### src/rtl/core/pzt_pkg.sv
// shared types and constants of the pinch zoom tracker
// used by pzt_isqrt, pzt_div10 and pinch_zoom_tracker_core; no dependencies
package pzt_pkg;

  // contact event codes
  localparam logic [2:0] CODE_TOUCH   = 3'd0;
  localparam logic [2:0] CODE_MOVE    = 3'd1;
  localparam logic [2:0] CODE_HOLD    = 3'd2;
  localparam logic [2:0] CODE_RELEASE = 3'd3;
  localparam logic [2:0] CODE_OTHER   = 3'd4;

  // report kinds
  localparam logic [1:0] KIND_NONE  = 2'd0;
  localparam logic [1:0] KIND_ENTER = 2'd1;
  localparam logic [1:0] KIND_EXIT  = 2'd2;

  localparam int unsigned CODE_W     = 3;
  localparam int unsigned OUT_COORD_W = 12;
  localparam int unsigned CHANGE_W   = 11;
  localparam int unsigned KIND_W     = 2;

  // clamp limit is one tenth of the reference
  localparam int unsigned DIVISOR    = 10;

  // control of the iterative units
  typedef struct packed {
    logic load;
    logic step;
  } pzt_step_t;

endpackage

### src/rtl/core/pzt_isqrt.sv
// digit-by-digit integer square root, one root bit per step
// depends on pzt_pkg for the step control struct
module pzt_isqrt #(
  parameter int unsigned ROOT_W = 21
) (
  input  logic                    clk_i,
  input  pzt_pkg::pzt_step_t      ctrl_i,
  input  logic [2*ROOT_W-1:0]     rad_i,
  output logic [ROOT_W-1:0]       root_o
);
  import pzt_pkg::*;

  logic [2*ROOT_W-1:0] rad_q, rad_d;
  logic [ROOT_W+1:0]   rem_q, rem_d;
  logic [ROOT_W-1:0]   root_q, root_d;
  logic [ROOT_W+3:0]   shifted;
  logic [ROOT_W+3:0]   trial;
  logic [ROOT_W+3:0]   diff;

  // bring down the next two radicand bits and try root*4+1
  assign shifted = {rem_q, rad_q[2*ROOT_W-1 -: 2]};
  assign trial   = {2'b00, root_q, 2'b01};
  assign diff    = shifted - trial;

  always_comb begin
    rad_d  = rad_q;
    rem_d  = rem_q;
    root_d = root_q;
    if (ctrl_i.load) begin
      rad_d  = rad_i;
      rem_d  = '0;
      root_d = '0;
    end else if (ctrl_i.step) begin
      rad_d = {rad_q[2*ROOT_W-3:0], 2'b00};
      if (shifted >= trial) begin
        rem_d  = diff[ROOT_W+1:0];
        root_d = {root_q[ROOT_W-2:0], 1'b1};
      end else begin
        rem_d  = shifted[ROOT_W+1:0];
        root_d = {root_q[ROOT_W-2:0], 1'b0};
      end
    end
  end

  always_ff @(posedge clk_i) begin
    rad_q  <= rad_d;
    rem_q  <= rem_d;
    root_q <= root_d;
  end

  assign root_o = root_q;

endmodule

### src/rtl/core/pzt_div10.sv
// division by ten through a reciprocal multiply, quotient registered on each step
// depends on pzt_pkg for the step control struct and the divisor
module pzt_div10 #(
  parameter int unsigned WIDTH = 21
) (
  input  logic                clk_i,
  input  pzt_pkg::pzt_step_t  ctrl_i,
  input  logic [WIDTH-1:0]    num_i,
  output logic [WIDTH-1:0]    quot_o
);
  import pzt_pkg::*;

  // ceil(2^SHIFT / 10) gives the exact quotient for every numerator below 2^WIDTH
  localparam int unsigned     SHIFT      = WIDTH + 4;
  localparam longint unsigned RECIP_FULL =
    ((64'd1 << SHIFT) + 64'(DIVISOR) - 64'd1) / 64'(DIVISOR);
  localparam logic [WIDTH:0]  RECIP      = (WIDTH + 1)'(RECIP_FULL);

  logic [WIDTH-1:0] num_q, num_d;
  logic [WIDTH-1:0] quot_q, quot_d;
  logic [2*WIDTH:0] prod;

  assign prod = {{(WIDTH + 1){1'b0}}, num_q} * {{WIDTH{1'b0}}, RECIP};

  always_comb begin
    num_d  = num_q;
    quot_d = quot_q;
    if (ctrl_i.load) begin
      num_d = num_i;
    end else if (ctrl_i.step) begin
      quot_d = {3'b000, prod[2*WIDTH:SHIFT]};
    end
  end

  always_ff @(posedge clk_i) begin
    num_q  <= num_d;
    quot_q <= quot_d;
  end

  assign quot_o = quot_q;

endmodule

### src/rtl/core/pinch_zoom_tracker_core.sv
// top level of the pinch zoom tracker: sequencer, shared multiplier, gesture state
// depends on pzt_pkg, pzt_isqrt and pzt_div10

// Each accepted word yields exactly one result word. Words that need no new
// distance (disabled, wrong stream count, no valid start, exit) go from idle
// straight to the emit state. Pinch start and pinch tracking words pass the
// states MUL_X and MUL_Y on the shared multiplier for dx*dx + dy*dy, a load
// state, then one root bit per step in the square root unit (the divide by
// ten of the reference runs alongside), then the emit state, which waits for
// a free output register, updates the state and writes the result. The
// input is accepted while the block is idle, even while an earlier result
// still waits in the output register.
module pinch_zoom_tracker_core #(
  parameter int unsigned COORD_BITS = 12,
  parameter int unsigned FRAC_BITS  = 8,
  localparam int unsigned IN_BITS   = 9 + 4 * COORD_BITS,
  localparam int unsigned IN_W      = ((IN_BITS + 7) / 8) * 8
) (
  input  logic            clk_i,
  input  logic            rst_ni,
  input  logic            cfg_we_i,
  input  logic            cfg_wdata_i,
  input  logic            s_axis_tvalid,
  output logic            s_axis_tready,
  // num_streams, first_code, first_x, first_y, second_code, second_x, second_y
  input  logic [IN_W-1:0] s_axis_tdata,
  output logic            m_axis_tvalid,
  input  logic            m_axis_tready,
  // start_x, start_y, end_x, end_y, size_change
  output logic [63:0]     m_axis_tdata,
  // claimed, event_kind
  output logic [2:0]      m_axis_tuser
);
  import pzt_pkg::*;

  localparam int unsigned DIST_W = COORD_BITS + FRAC_BITS + 1;
  localparam int unsigned SQ_W   = 2 * COORD_BITS + 1;
  localparam int unsigned CNT_W  = $clog2(DIST_W);

  typedef enum logic [2:0] {
    ST_IDLE,
    ST_MUL_X,
    ST_MUL_Y,
    ST_LOAD,
    ST_ROOT,
    ST_EMIT
  } state_e;

  typedef enum logic [2:0] {
    ACT_IGNORE,
    ACT_DROP,
    ACT_EXIT,
    ACT_START,
    ACT_TRACK
  } action_e;

  state_e  state_q;
  action_e act_q, act_d;

  logic                  enabled_q;
  logic                  pinching_q;
  logic [DIST_W-1:0]     ref_q;
  logic [CNT_W-1:0]      cnt_q;

  // input fields
  logic [2:0]            in_num;
  logic [2:0]            in_c1, in_c2;
  logic [COORD_BITS-1:0] in_x1, in_y1, in_x2, in_y2;
  logic [COORD_BITS-1:0] x1_q, y1_q, x2_q, y2_q;
  logic [COORD_BITS-1:0] dx_q, dy_q;
  logic [SQ_W-1:0]       sq_q;

  assign in_num = s_axis_tdata[2:0];
  assign in_c1  = s_axis_tdata[5:3];
  assign in_x1  = s_axis_tdata[6 +: COORD_BITS];
  assign in_y1  = s_axis_tdata[6 + COORD_BITS +: COORD_BITS];
  assign in_c2  = s_axis_tdata[6 + 2 * COORD_BITS +: CODE_W];
  assign in_x2  = s_axis_tdata[9 + 2 * COORD_BITS +: COORD_BITS];
  assign in_y2  = s_axis_tdata[9 + 3 * COORD_BITS +: COORD_BITS];

  logic in_accept;
  assign s_axis_tready = (state_q == ST_IDLE);
  assign in_accept     = s_axis_tvalid && s_axis_tready;

  // decide what the word does from the gesture state
  logic c1_active, c2_active;
  assign c1_active = in_c1 <= CODE_HOLD;
  assign c2_active = in_c2 <= CODE_HOLD;

  always_comb begin
    if (!enabled_q) begin
      act_d = ACT_IGNORE;
    end else if (in_num != 3'd2) begin
      act_d = ACT_DROP;
    end else if (!pinching_q) begin
      act_d = (c1_active && c2_active) ? ACT_START : ACT_DROP;
    end else if (in_c1 == CODE_RELEASE || in_c2 == CODE_RELEASE) begin
      act_d = ACT_EXIT;
    end else begin
      act_d = ACT_TRACK;
    end
  end

  // shared multiplier, squares dx then dy
  logic [COORD_BITS-1:0]   mul_op;
  logic [2*COORD_BITS-1:0] mul_p;
  assign mul_op = (state_q == ST_MUL_X) ? dx_q : dy_q;
  assign mul_p  = mul_op * mul_op;

  // iterative units
  pzt_step_t           step_ctrl;
  logic [2*DIST_W-1:0] rad;
  logic [DIST_W-1:0]   root;
  logic [DIST_W-1:0]   tenth;

  assign step_ctrl.load = (state_q == ST_LOAD);
  assign step_ctrl.step = (state_q == ST_ROOT);
  assign rad = {1'b0, sq_q, {(2 * FRAC_BITS){1'b0}}};

  pzt_isqrt #(
    .ROOT_W (DIST_W)
  ) u_isqrt (
    .clk_i  (clk_i),
    .ctrl_i (step_ctrl),
    .rad_i  (rad),
    .root_o (root)
  );

  pzt_div10 #(
    .WIDTH (DIST_W)
  ) u_div10 (
    .clk_i  (clk_i),
    .ctrl_i (step_ctrl),
    .num_i  (ref_q),
    .quot_o (tenth)
  );

  // tracking update: clamp the change to a tenth of the reference
  logic                grow;
  logic [DIST_W-1:0]   mag;
  logic [DIST_W+3:0]   mag10;
  logic                too_big;
  logic [DIST_W-1:0]   track_ref;
  logic [DIST_W-1:0]   chg_full;
  logic [CHANGE_W-1:0] chg_mag;
  logic [CHANGE_W-1:0] track_chg;

  assign grow    = root >= ref_q;
  assign mag     = grow ? root - ref_q : ref_q - root;
  assign mag10   = {1'b0, mag, 3'b000} + {3'b000, mag, 1'b0};
  assign too_big = mag10 > {4'b0000, ref_q};

  always_comb begin
    if (too_big) begin
      track_ref = grow ? ref_q + tenth : ref_q - tenth;
      chg_full  = tenth >> FRAC_BITS;
    end else begin
      track_ref = root;
      chg_full  = mag >> FRAC_BITS;
    end
    chg_mag   = chg_full[CHANGE_W-1:0];
    track_chg = grow ? chg_mag : CHANGE_W'(-chg_mag);
  end

  logic out_load;
  assign out_load = (state_q == ST_EMIT) && (!m_axis_tvalid || m_axis_tready);

  logic [OUT_COORD_W-1:0] sx_q, sy_q, ex_q, ey_q;
  logic [CHANGE_W-1:0]    chg_q;
  logic                   claimed_q;
  logic [KIND_W-1:0]      kind_q;

  always_ff @(posedge clk_i or negedge rst_ni) begin
    if (!rst_ni) begin
      state_q       <= ST_IDLE;
      act_q         <= ACT_IGNORE;
      enabled_q     <= 1'b1;
      pinching_q    <= 1'b0;
      ref_q         <= '0;
      cnt_q         <= '0;
      m_axis_tvalid <= 1'b0;
    end else begin
      if (cfg_we_i) begin
        enabled_q <= cfg_wdata_i;
      end
      if (out_load) begin
        m_axis_tvalid <= 1'b1;
      end else if (m_axis_tvalid && m_axis_tready) begin
        m_axis_tvalid <= 1'b0;
      end
      unique case (state_q)
        ST_IDLE: begin
          if (in_accept) begin
            act_q   <= act_d;
            state_q <= (act_d == ACT_START || act_d == ACT_TRACK) ? ST_MUL_X : ST_EMIT;
          end
        end
        ST_MUL_X: state_q <= ST_MUL_Y;
        ST_MUL_Y: state_q <= ST_LOAD;
        ST_LOAD: begin
          cnt_q   <= '0;
          state_q <= ST_ROOT;
        end
        ST_ROOT: begin
          cnt_q <= cnt_q + 1'b1;
          if (cnt_q == CNT_W'(DIST_W - 1)) begin
            state_q <= ST_EMIT;
          end
        end
        ST_EMIT: begin
          if (out_load) begin
            state_q <= ST_IDLE;
            case (act_q)
              ACT_START: begin
                pinching_q <= 1'b1;
                ref_q      <= root;
              end
              ACT_TRACK: ref_q <= track_ref;
              ACT_DROP, ACT_EXIT: pinching_q <= 1'b0;
              default: ;
            endcase
          end
        end
        default: state_q <= ST_IDLE;
      endcase
    end
  end

  // payload registers
  always_ff @(posedge clk_i) begin
    if (in_accept) begin
      x1_q <= in_x1;
      y1_q <= in_y1;
      x2_q <= in_x2;
      y2_q <= in_y2;
      dx_q <= (in_x1 > in_x2) ? in_x1 - in_x2 : in_x2 - in_x1;
      dy_q <= (in_y1 > in_y2) ? in_y1 - in_y2 : in_y2 - in_y1;
    end
    if (state_q == ST_MUL_X) begin
      sq_q <= SQ_W'(mul_p);
    end else if (state_q == ST_MUL_Y) begin
      sq_q <= sq_q + SQ_W'(mul_p);
    end
    if (out_load) begin
      claimed_q <= (act_q == ACT_START || act_q == ACT_TRACK);
      case (act_q)
        ACT_START, ACT_TRACK: kind_q <= KIND_ENTER;
        ACT_EXIT:             kind_q <= KIND_EXIT;
        default:              kind_q <= KIND_NONE;
      endcase
      if (act_q == ACT_START || act_q == ACT_TRACK) begin
        sx_q  <= OUT_COORD_W'(x1_q);
        sy_q  <= OUT_COORD_W'(y1_q);
        ex_q  <= OUT_COORD_W'(x2_q);
        ey_q  <= OUT_COORD_W'(y2_q);
        chg_q <= (act_q == ACT_TRACK) ? track_chg : '0;
      end else begin
        sx_q  <= '0;
        sy_q  <= '0;
        ex_q  <= '0;
        ey_q  <= '0;
        chg_q <= '0;
      end
    end
  end

  assign m_axis_tdata = {5'b00000, chg_q, ey_q, ex_q, sy_q, sx_q};
  assign m_axis_tuser = {kind_q, claimed_q};

  // an unclaimed result carries no coordinates and no change
  a_unclaimed_zero: assert property (@(posedge clk_i) disable iff (!rst_ni)
    (m_axis_tvalid && !m_axis_tuser[0]) |-> (m_axis_tdata == '0))
    else $error("unclaimed result with nonzero payload");

  // an exit is never claimed
  a_exit_unclaimed: assert property (@(posedge clk_i) disable iff (!rst_ni)
    (m_axis_tvalid && m_axis_tuser[2:1] == KIND_EXIT) |-> !m_axis_tuser[0])
    else $error("exit result marked claimed");

  // writing a claimed result leaves the tracker pinching, an unclaimed drop or exit not
  a_pinch_follows: assert property (@(posedge clk_i) disable iff (!rst_ni)
    (out_load && (act_q == ACT_START || act_q == ACT_TRACK)) |=> pinching_q)
    else $error("pinching not set after claimed result");

  a_drop_clears: assert property (@(posedge clk_i) disable iff (!rst_ni)
    (out_load && (act_q == ACT_DROP || act_q == ACT_EXIT)) |=> !pinching_q)
    else $error("pinching not cleared after drop or exit");

endmodule

### config.mk
export PLATFORM = sky130hd
export DESIGN_NAME = pinch_zoom_tracker_core
export DESIGN_NICKNAME = d
export VERILOG_FILES = /design/src/rtl/core/pzt_pkg.sv /design/src/rtl/core/pzt_isqrt.sv /design/src/rtl/core/pzt_div10.sv /design/src/rtl/core/pinch_zoom_tracker_core.sv
export SDC_FILE = /design/constraint.sdc
export NUM_CORES = 2
export LEC_CHECK = 0
export BUFFER_PORTS_ARGS = -buffer_cell sky130_fd_sc_hd__buf_2
export CORE_MARGIN = 4
export CORE_UTILIZATION = 64
export CTS_CLUSTER_DIAMETER = 80
export CTS_CLUSTER_SIZE = 40
export DETAILED_ROUTE_END_ITERATION = 16
export PLACE_DENSITY = 0.87
export SLEW_MARGIN = 20
export SYNTH_ARGS = -nofsm -noshare
export SYNTH_HDL_FRONTEND = slang
export SYNTH_SLANG_ARGS = --single-unit
### constraint.sdc
create_clock -name clk_i -period 10 [get_ports clk_i]
set_input_delay 1 -clock clk_i [delete_from_list [all_inputs] [get_ports clk_i]]
set_output_delay 1 -clock clk_i [all_outputs]
set_load 0.03 [all_outputs]
; ---- Word-level counts from Yosys, hierarchy flattened
; Index checks and enable logic that the tools add are counted.
; W data, S select, Z words.
[totals]
register_bits = 303
in_bits = 70
romBits = 0
latch_bits = 0
mem_bits_rw = 0
word_cells = 122
output_inout_bits = 69
memories = 0
[classes]
muxes = 30
div_mod_pow = 0
shifts = 0
order_cmp = 7
eq_ne = 18
reduce_logical = 23
mul = 2
add_sub_neg = 13
bitwise_logic = 1
[op_table]
columns = cell, count
row1 = $mux W41, 2
row2 = $mux W21, 3
row3 = $mux W24, 2
row4 = $sub A12 B12 Y12, 4
row5 = $pmux W21 S2, 1
row6 = $sub A21 B21 Y21, 2
row7 = $mul A21 B20 Y41 const B, 1
row8 = $mux W12, 3
row9 = $add A24 B22 Y25, 1
row10 = $add A25 B24 Y25, 1
row11 = $ge A25 B23 Y1, 1
row12 = $gt A25 B21 Y1, 1
row13 = $gt A12 B12 Y1, 2
row14 = $mul A12 B12 Y24, 1
row15 = $mux W3, 8
row16 = $mux W23, 1
row17 = $sub A23 B23 Y23, 1
row18 = $mux W11, 2
row19 = $add A21 B18 Y21, 1
row20 = $eq A3 B2 Y1 const B, 7
row21 = $ge A21 B21 Y1, 1
row22 = $sub A21 B18 Y21, 1
row23 = $pmux W3 S6, 1
row24 = $eq A3 B3 Y1 const B, 4
row25 = other kinds (22), 42

; ---- Depth between registers and ports, before layout
[depth]
word_depth = 11
ltp_mapped = 42
ltp_nobuf = 39

; ---- Hierarchy
; Synthesis repeated with hierarchy kept, for this count alone.
[hier_totals]
hier_cells = 3464
area_unflattened_um2 = 33535.9
[modules_own_cells]
columns = module, area_each_um2, cells_per_inst, n_inst
row1 = pinch_zoom_tracker_core, 19795.2, 2162, 1
row2 = pzt_div10, 8846.0, 837, 1
row3 = pzt_isqrt, 4894.7, 465, 1

; ---- Worst setup path after synthesis
; No wires, ideal clock.
[synth_path]
path_kind = reg2reg
startpoint = register ref_q[14]
endpoint = register chg_q[10], data pin
path_stages_with_launch = 35
t_arrival_ps = 7523
setup_slack_ps = 2216
setup_time_ps = 261
cell_sequence = dfrtp_1 inv_1 ha_1 clkbuf_1 nand4_1 a2111oi_1 o21ai_1 buf_2 nand2_1 clkbuf_1 buf_1 mux2i_1 xnor2_1 ha_1 maj3_1 o211a_1 a311o_2 a311oi_2 o31a_2 o21ai_0 xnor2_1 ha_1 a21o_1 a21o_1 a21oi_1 a22oi_1 nand2_1 nand2_1 nor3_4 mux2i_1 ha_1 nor4b_1 and3b_1 nor3b_1 a311o_1
[synth_between]
elab_chain_len = 7
word_cells_on_any_way = 9
[synth_lines]
columns = item, line_no
row1 = start: declaration, pinch_zoom_tracker_core.sv:62  ; logic [DIST_W-1:0] ref_q;
row2 = start signal: assignment, pinch_zoom_tracker_core.sv:216  ; ref_q <= root;
row3 = start signal: assignment, pinch_zoom_tracker_core.sv:218  ; ACT_TRACK: ref_q <= track_ref;
row4 = $sub A21 B21 Y21 or $ge A21 B21 Y1 (tied branches), "pinch_zoom_tracker_core.sv:149, pinch_zoom_tracker_core.sv:148"
row5 = $mux W21, pinch_zoom_tracker_core.sv:149  ; assign mag = grow ? root - ref_q : ref_q - root;
row6 = $add A24 B22 Y25, pinch_zoom_tracker_core.sv:150  ; assign mag10 = {1'b0, mag, 3'b000} + {3'b000, mag, 1'b0};
row7 = $gt A25 B21 Y1, pinch_zoom_tracker_core.sv:151  ; assign too_big = mag10 > {4'b0000, ref_q};
row8 = $mux W11, pinch_zoom_tracker_core.sv:154  ; if (too_big) begin
row9 = $neg A11 Y11, pinch_zoom_tracker_core.sv:162  ; track_chg = grow ? chg_mag : CHANGE_W'(-chg_mag);
row10 = $mux W11 (*), pinch_zoom_tracker_core.sv:162
row11 = end signal: assignment, pinch_zoom_tracker_core.sv:256  ; chg_q <= (act_q == ACT_TRACK) ? track_chg : '0;
row12 = end: declaration, pinch_zoom_tracker_core.sv:169  ; logic [CHANGE_W-1:0] chg_q;
; Mark *: on every way between the ends. The rest lies on a longest branch, timed or not.
; A chain may end at the register's enable or synchronous reset.

; ---- Worst setup path in the final report
[layout_path]
startpoint = register ref_q[1]
endpoint = register chg_q[10], data pin
; Same word-level chain as after synthesis.

==> impl_metrics.json <==
{
  "fin_worst_skew_ps": 55.8,
  "ys_ff_latch": 303,
  "gp_congestion": 0.982,
  "wl_per_cell_um": 18.5,
  "grt_overflow": 0,
  "cts_num_sinks": 303,
  "port_buffers": 126,
  "hold_end": "u_isqrt.rem_q[22]",
  "post-dp-hpwl_um": 61100,
  "fin_crit_sh_pct": 91.6,
  "startpoint_type": "flip-flop",
  "rows": 80,
  "holdCritStartpoint": "u_isqrt.rem_q[22]",
  "die_x_um": 230,
  "first_pass_iters": 6,
  "first_global_vias": 24400,
  "worst_path_max_delay_cell": "dfrtp_1",
  "antenna_found_initial": 3,
  "r2r_cells": 36,
  "rrSetupSlack_ps": 840,
  "worstMarginPinSlew_ps": 1080,
  "clk_latency_ps": 580,
  "r2r_start": "ref_q[1]",
  "async_flop_share_pct": 11.6,
  "status": "completed",
  "endpoint_kind": "flip-flop",
  "ant_nets": 0,
  "yosysWarnings": 0,
  "holdPathStages": 2,
  "die_area_um2": 52700,
  "cp_data_arrival_time_ps": 9480,
  "dr_total_vias": 24100,
  "regArea_um2": 8460,
  "crit_type": "flip-flop to flip-flop",
  "io_pins": 139,
  "synth-edff-count": 222,
  "finalWirelength_um": 75500,
  "drc": 0,
  "grt_max_degree": 73,
  "rsz0062_at_grt": "false",
  "cts_root_buffer": "clkbuf_16",
  "slew_headroom_pct": 26.1,
  "grt_pass1_wl_um": 123000,
  "syn_area_um2": 31400,
  "syn_to_final_growth_pct": 6.67,
  "multi_input_area_um2": 20500,
  "via_per_inst": 5.90,
  "synthCells": 3322,
  "synth_cell_type_count": 93,
  "start_util_pct": 65.3,
  "timing.fmax_ghz": 0.109,
  "drt-initial-drc-count": 1857,
  "holdBufCountCts": 0,
  "clk_path_buf_depth": 3,
  "slew_viol_final": 0,
  "synth_ff_type": "edfxtp_1",
  "grt_usage_pct": 28.6,
  "synth.avg_cell_area_um2": 9.47,
  "worstPathRequired_ps": 10320,
  "setup_viol": 0,
  "tns_ps": 0,
  "critPathMaxFanout": 10,
  "die_h_um": 230,
  "cts_setup_buffers": 0,
  "nFillCells": 3556,
  "drv_cap": 0,
  "h-tree-depth": 1,
  "nets": 4176,
  "timing.rr.end": "chg_q[10]",
  "synth_seq_area_share_pct": 26.9,
  "clkSlewWorstSetupHoldPaths_ps": 130,
  "post-route-min-period_ps": 9160,
  "crit_path_frequent_cell": "a21oi_1",
  "cts_tree": "yes",
  "hp-class": "flip-flop to flip-flop",
  "cts_buffers": 18,
  "max_stage_delay_ps": 580,
  "finalHoldViolations": 0,
  "drive_above_1_share_pct": 6.54,
  "core_area_um2": 48100
}
-- per-layer routing --
layer  vias up  global-route usage [%]  routed length (µm)
met5         -                       0                  34
met4         6                    7.78                2210
met3       170                    4.22                6030
met2       940                    48.5               35800
met1     11500                    38.7               31400
li1      11400                       -                   -
-- logic make-up after synthesis --
logic type	after synthesis	share of synthesized area, %
compound gates	669	13.4
xor+xnor	182	5.07
fa+ha+maj	693	33.2
buf+inv	647	7.95
flops	303	26.9
mux	74	2.37
other cells	1	0.0119
simple gates	753	11.1
-- flip-flops by register name, indices dropped and copies added, names as in the netlist, 18 cells and up --
| signal | cells |
|---|---|
| u_isqrt.rad_q | 26 |
| sq_q | 25 |
| u_isqrt.rem_q | 23 |
| ref_q | 21 |
| u_div10.num_q | 21 |
| u_isqrt.root_o | 21 |
| u_div10.quot_o | 18 |
-- worst max-delay path, delay by kind of cell, from the launching register on --
kind	cells	cell delay [ps]
AOI/OAI and AO/OA	18	3430
and+or+nand+nor	8	1880
adders and majority gates	4	1360
muxes	2	660
xor gates and xnor gates	2	600
DFF	1	580
buffers and inverters	2	380
-- through the flow --
stage               setup slack, ps  std cells  cell area (µm²)  util (%)  hold slack (ps)
floorplan                      2220       3326            31500         -              420
global placement               1000       4051            32700      68.0              442
detailed placement              933       4051            32700      68.0              448
CTS                             825       4083            33500      69.7              469
global route                    249       4083            33500      69.7              487
finish                          840       4084            33500      69.7              469
-- layout make-up --
type	count	area share (%)
inverter	560	6.27
tap	656	2.45
timing repair buffer	156	2.55
clock inverter	14	1.00
clock buffer	18	1.34
antenna	1	0.00746
sequential	303	25.2
multi-input combinational	2376	61.1
-- layout by cell type, fill, tap and decap left out, types with 118 or more instances in the layout --
master    count
a21oi_1     221
nand2_1     254
fa_1        236
o21ai_0     119
xnor2_1     118
inv_1       554
ha_1        455
buf_2       126
edfxtp_1    222
nor2_1      219
-- worst max-delay path by stage --
stage,to,depth (start not counted),from
finish,chg_q[10],36,ref_q[1]
global route,chg_q[10],36,ref_q[1]
CTS,chg_q[10],38,ref_q[1]
detailed placement,chg_q[10],38,ref_q[1]
global placement,chg_q[10],38,ref_q[1]
floorplan,chg_q[10],34,ref_q[14]
-- synthesized netlist by cell type (15+ instances only) --
library cell / count / share of area (%)
o21ai_0: 119 / 1.9
a211oi_1: 22 / 0.53
xnor2_1: 118 / 3.3
o211ai_1: 18 / 0.43
o21bai_1: 34 / 0.81
o21ai_1: 19 / 0.30
o31ai_1: 17 / 0.41
nor2_1: 221 / 2.6
clkbuf_1: 58 / 0.69
a21oi_1: 221 / 3.5
nor3_1: 56 / 0.89
dfxtp_1: 46 / 2.9
fa_1: 236 / 15
a31oi_1: 19 / 0.38
ha_1: 455 / 18
edfxtp_1: 222 / 21
xor2_1: 64 / 1.8
and2_1: 59 / 1.2
and3_1: 19 / 0.38
o21a_1: 17 / 0.41
dfrtp_1: 34 / 2.7
inv_1: 556 / 6.6
o22ai_1: 28 / 0.56
nand2_1: 255 / 3.0
nand3_1: 32 / 0.51
nand4_1: 25 / 0.50
mux2i_1: 71 / 2.3
nand2b_1: 15 / 0.30
a21o_1: 84 / 2.0
-- timing repair --
| action | 4_1_cts | 5_1_grt |
|---|---|---|
| hold endpoints to repair | 0 | 0 |
| gates resized for setup | 0 | 1 |
| endpoints found under the setup margin | 0 | 1 |
Power is not shown: default switching activity piles up to over one toggle a cycle in this logic, so the estimate is an artifact.
